## config.mk

```make
export PLATFORM = sky130hd
export DESIGN_NAME = frt_front
export DESIGN_NICKNAME = d
export VERILOG_FILES = /design/src/sv/frt_pkg.sv /design/src/sv/frt_front.sv
export SDC_FILE = /design/constraint.sdc
export NUM_CORES = 1
export LEC_CHECK = 0
export ABC_AREA = 1
export BUFFER_PORTS_ARGS = -buffer_cell sky130_fd_sc_hd__buf_2
export CORE_UTILIZATION = 45
export DETAILED_ROUTE_END_ITERATION = 8
export GPL_TIMING_DRIVEN = 0
export PLACE_DENSITY = 0.68
export REMOVE_ABC_BUFFERS = 1
export SYNTH_ARGS = -nofsm -noshare
export SYNTH_HDL_FRONTEND = slang
export SYNTH_SLANG_ARGS = --single-unit
```

## constraint.sdc

```tcl
create_clock -name clk -period 9.1 [get_ports clk]
set_input_delay 0.91 -clock clk [delete_from_list [all_inputs] [get_ports clk]]
set_output_delay 0.91 -clock clk [all_outputs]
set_load 0.01 [all_outputs]
```

## src/sv/frt_pkg.sv

```systemverilog
package frt_pkg;

  localparam int NUM_CONTEXTS  = 16;
  localparam int MAX_FRAGMENTS = 64;
  localparam int SLOT_W        = $clog2(NUM_CONTEXTS);
  localparam int OPEN_W        = $clog2(NUM_CONTEXTS + 1);

  localparam logic [1:0] FUNC_FRAG  = 2'd0;
  localparam logic [1:0] FUNC_TICK  = 2'd1;
  localparam logic [1:0] FUNC_SWEEP = 2'd2;
  localparam logic [1:0] FUNC_CLEAR = 2'd3;

  localparam logic [2:0] ST_STORED   = 3'd0;
  localparam logic [2:0] ST_COMPLETE = 3'd1;
  localparam logic [2:0] ST_BAD_HDR  = 3'd2;
  localparam logic [2:0] ST_INCONS   = 3'd3;
  localparam logic [2:0] ST_DUP      = 3'd4;
  localparam logic [2:0] ST_FULL     = 3'd5;
  localparam logic [2:0] ST_TICK     = 3'd6;
  localparam logic [2:0] ST_CLEARED  = 3'd7;

  localparam logic [1:0] REG_MAGIC   = 2'd0;
  localparam logic [1:0] REG_STRIDE  = 2'd1;
  localparam logic [1:0] REG_MAXMSG  = 2'd2;
  localparam logic [1:0] REG_TIMEOUT = 2'd3;

  typedef struct packed {
    logic [1:0]  func;
    logic [31:0] header_magic;
    logic [15:0] frag_seq;
    logic [15:0] frag_total;
    logic [31:0] msg_bytes;
    logic [63:0] topic_key;
    logic [31:0] group_key;
    logic [15:0] payload_len;
  } in_item_t;

  typedef struct packed {
    logic [2:0]  status;
    logic [3:0]  slot;
    logic [22:0] write_offset;
    logic [15:0] copy_bytes;
    logic [63:0] done_topic;
    logic [20:0] done_bytes;
    logic [31:0] complete_count;
    logic [31:0] timeout_count;
    logic [31:0] duplicate_count;
    logic [4:0]  open_groups;
  } out_item_t;

  // classified work handed from front to back
  typedef struct packed {
    logic [1:0]  func;
    logic        bad;
    logic [15:0] frag_seq;
    logic [6:0]  frag_total;
    logic [20:0] msg_bytes;
    logic [63:0] topic_key;
    logic [31:0] group_key;
    logic [15:0] payload_len;
    logic [22:0] offset;
  } cmd_t;

endpackage

```

## src/sv/frt_front.sv

```systemverilog
module frt_front (
  input  logic              clk,
  input  logic              rst_n,
  input  logic              in_push,
  output logic              in_full,
  input  frt_pkg::in_item_t in_data,
  input  logic [31:0]       magic_value,
  input  logic [15:0]       frag_payload_bytes,
  input  logic [20:0]       max_msg_bytes,
  output logic              cmd_valid,
  input  logic              cmd_ready,
  output frt_pkg::cmd_t     cmd
);
  import frt_pkg::*;

  // two-entry queue between front and back
  cmd_t        q_r [2];
  logic        wp_r, wp_nxt, rp_r, rp_nxt;
  logic [1:0]  cnt_r, cnt_nxt;
  cmd_t        c;
  logic        push_ok, pop_ok;
  logic [31:0] prod;

  assign in_full   = (cnt_r == 2'd2);
  assign push_ok   = in_push && !in_full;
  assign cmd_valid = (cnt_r != 2'd0);
  assign pop_ok    = cmd_valid && cmd_ready;
  assign cmd       = q_r[rp_r];

  // header checks and offset
  always_comb begin
    prod = 32'(in_data.frag_seq) * 32'(frag_payload_bytes);
    c.func        = in_data.func;
    c.bad         = (in_data.header_magic != magic_value) || (in_data.frag_total == 16'd0)
                 || (in_data.frag_total > 16'(MAX_FRAGMENTS))
                 || (in_data.frag_seq >= in_data.frag_total)
                 || (in_data.msg_bytes > 32'(max_msg_bytes));
    c.frag_seq    = in_data.frag_seq;
    c.frag_total  = in_data.frag_total[6:0];
    c.msg_bytes   = in_data.msg_bytes[20:0];
    c.topic_key   = in_data.topic_key;
    c.group_key   = in_data.group_key;
    c.payload_len = in_data.payload_len;
    c.offset      = prod[22:0];
  end

  always_comb begin
    wp_nxt  = wp_r ^ push_ok;
    rp_nxt  = rp_r ^ pop_ok;
    cnt_nxt = cnt_r + {1'b0, push_ok} - {1'b0, pop_ok};
  end

  always_ff @(posedge clk) begin
    if (!rst_n) begin
      wp_r <= 1'b0; rp_r <= 1'b0; cnt_r <= 2'd0;
    end else begin
      wp_r <= wp_nxt; rp_r <= rp_nxt; cnt_r <= cnt_nxt;
    end
    if (push_ok) q_r[wp_r] <= c;
  end
endmodule

```

==> out/qor.csv <==
metric;value;unit
Layout area overhead;20.0;%
aggregate global-route resource usage;0.224;
placed cells;2782;
final worst slack;3000;ps
count of flip-flops with a built-in enable after synthesis;364;
TritonCTS clock tree;built;
top cell family by delay on the critical path;adder cells;
RSZ-0062 raised after global routing;false;
most frequent cells in the layout;buf_2, inv_1, edfxtp_1;
detailed-route DRC error count;0;
clock sinks;369;
status;finished, final reports clean;
Hold Path Class;reg -> reg;
Buf/Inv on CP;3;
total core area;0.0477;mm²
Worst path most repeated cell;fa_1;
hold_buf cts;0;
Root Driver;clkbuf_16;
Seq/Total Area, Yosys;0.507;
Initial Utilization;0.455;
Yosys reg bits;369;
crit path kind;in -> reg;
max_cap viols;0;
initial antenna violation count;7;
synth warn;0;
hold slack;451;ps
Placed Area;0.0248;mm²
Worst-path clk slew;60;ps
Post-Route WL;54800;µm
Final Util;0.546;
Pwr Density;337;mW/mm²
Gate Count Post-Synth;1760;
fmax;164;MHz
Final GP Congestion;0.922;
grt total ovfl;0;
CP max FO;19;
Die ar.;0.0492;mm²
initial DRC count;840;
final instance area;0.0261;mm²
post-CTS sizing;0;
Post-Route Skew;28.3;ps
mapped cell area;0.0217;mm²
Crit. Startpoint;in_data[165];
post-route insts no fill;2856;
Die W;222;µm
clock buffer count from CTS;40;
fin nets;2759;
vias in the first global route;15400;
critical path launch point type;input pin;
Leakage Power;11.9;nW
post-DR vias/cell;5.09;
Crit. End Element;register;
I/O Pins;467;
fraction of registers with async set or reset after synthesis;0;
Max Root-Sink Buffers;3;
Final HPWL DP;41100;µm
commonest non-fill, non-tap cell in the layout;buf_2;
number of H-tree levels;2;
Slew @ Worst Pin;856;ps
R2R Path Start;cnt_r[1];
crit-path cells;buf_2 -> nand2_1 -> fa_1 -> fa_1 -> fa_1 -> fa_1 -> fa_1 -> inv_1 -> fa_1 -> ha_1 -> inv_1 -> nor3_1 -> nand4_1 -> o221ai_1 -> nand3b_1 -> nand2_1;
ys flop type;edfxtp_1;
Post-CTS Setup Bufs;0;
pre-CTS setup slack;2460;ps
Worst EP required;9400;ps
first-pass GRT wire length;84900;µm
Fin. Hold Viols;0;
layout cells sized above 1;0.325;
Final setup viols;0;
Die Y;222;µm
Cell Rows;80;
FILL cells;4041;
setup_tns;0;ps
Critical Path Max Stage Delay;580;ps
relative slew slack;0.429;
largest net degree at the start of global routing;54;
via count;14546;
min Tclk post-route;6100;ps
Port Buffers;466;
antenna viol nets, final;0;
CP max stage cell;fa_1;
Synth Area per Inst;12.4;µm²
Slew Limit Fails;0;
CP arrival;6400;ps
Distinct cells, synth;41;
First-pass DRT Iterations;5;
Avg WL per Cell;19.2;µm
Pwr Total;8.79;mW
min-delay src;rp_r;
Tcrit/Tclk final;0.671;
IR drop worst, VDD;0.484;mV
Worst-Skew Late Latency;570;ps
## path summary, 6_finish.rpt
kind / endpoint / slack [ps] / depth (start not counted)
worst max-delay path: q_r[0][22] / 3000 / 16
worst min register to register: register / 450 / 1
worst min-delay path: register / 450 / 1
worst max register to register: q_r[1][13] / 6290 / 7
## Yosys cell counts, types with 2 or more instances
library cell | count | area, µm²
mux2_2 | 182 | 2050
o21bai_1 | 2 | 15.0
or2_2 | 5 | 31.3
a31oi_1 | 3 | 18.8
nor2_1 | 27 | 101
dfxtp_1 | 5 | 100
a21oi_1 | 36 | 180
o21ai_0 | 19 | 95.1
clkbuf_1 | 42 | 158
fa_1 | 160 | 3200
o22ai_1 | 4 | 25.0
nand2_2 | 2 | 12.5
edfxtp_1 | 364 | 10900
nor4_1 | 6 | 37.5
nand2_1 | 296 | 1110
nand3b_1 | 3 | 22.5
buf_2 | 23 | 115
nand4_1 | 11 | 68.8
xor2_1 | 28 | 245
o211ai_1 | 2 | 15.0
o221ai_1 | 2 | 17.5
xnor2_1 | 21 | 184
xnor2_2 | 2 | 32.5
a221oi_1 | 3 | 26.3
ha_1 | 107 | 1340
nand3_1 | 14 | 70.1
inv_1 | 369 | 1390
a22oi_1 | 3 | 22.5
nor3_1 | 7 | 35.0
## cell families (layout without fill, tap and decap cells)
group,Yosys count,in the layout,synth area share
adder cells (fa/ha/maj),267,267,0.209
AND/OR/NAND/NOR,372,372,0.0688
buffers and inverters,437,914,0.0773
flip-flops,369,369,0.507
other,0,4,0
XOR/XNOR,51,51,0.0212
multiplexers,182,182,0.0943
AO/OA/AOI/OAI,82,82,0.0220
## layout make-up
cell class | count | area (µm²) | area share
antenna | 4 | 10.0 | 0.000384
clock buffer | 50 | 1040 | 0.0398
clock inverter | 20 | 224 | 0.00859
inverter | 369 | 1390 | 0.0531
multi-input combinational | 954 | 9050 | 0.347
sequential | 369 | 11000 | 0.423
tap | 615 | 769 | 0.0295
timing repair buffer | 475 | 2560 | 0.0983
## layer usage
| metal | vias up | GRT usage | wire length (µm) |
|---|---|---|---|
| met2 | 571 | 0.384 | 27200 |
| met5 | - | 0 | 27 |
| met3 | 110 | 0.0440 | 3770 |
| met1 | 7220 | 0.284 | 22200 |
| li1 | 6641 | - | - |
| met4 | 4 | 0.0746 | 1570 |
## sequential cells by signal (all words and copies together), names as in the netlist, named ones only
register  cells
cnt_r         2
rp_r          1
q_r         364
wp_r          1
## where the power goes
part / switching [mW] / leakage [nW] / internal (mW) / total (mW)
Clock: 0.665 / 0.618 / 0.903 / 1.57
Combinational: 2.75 / 7.84 / 1.78 / 4.54
Sequential: 0.0885 / 3.44 / 2.60 / 2.69
Total: 3.51 / 11.9 / 5.29 / 8.79
Power figures use the tool's default switching activity.
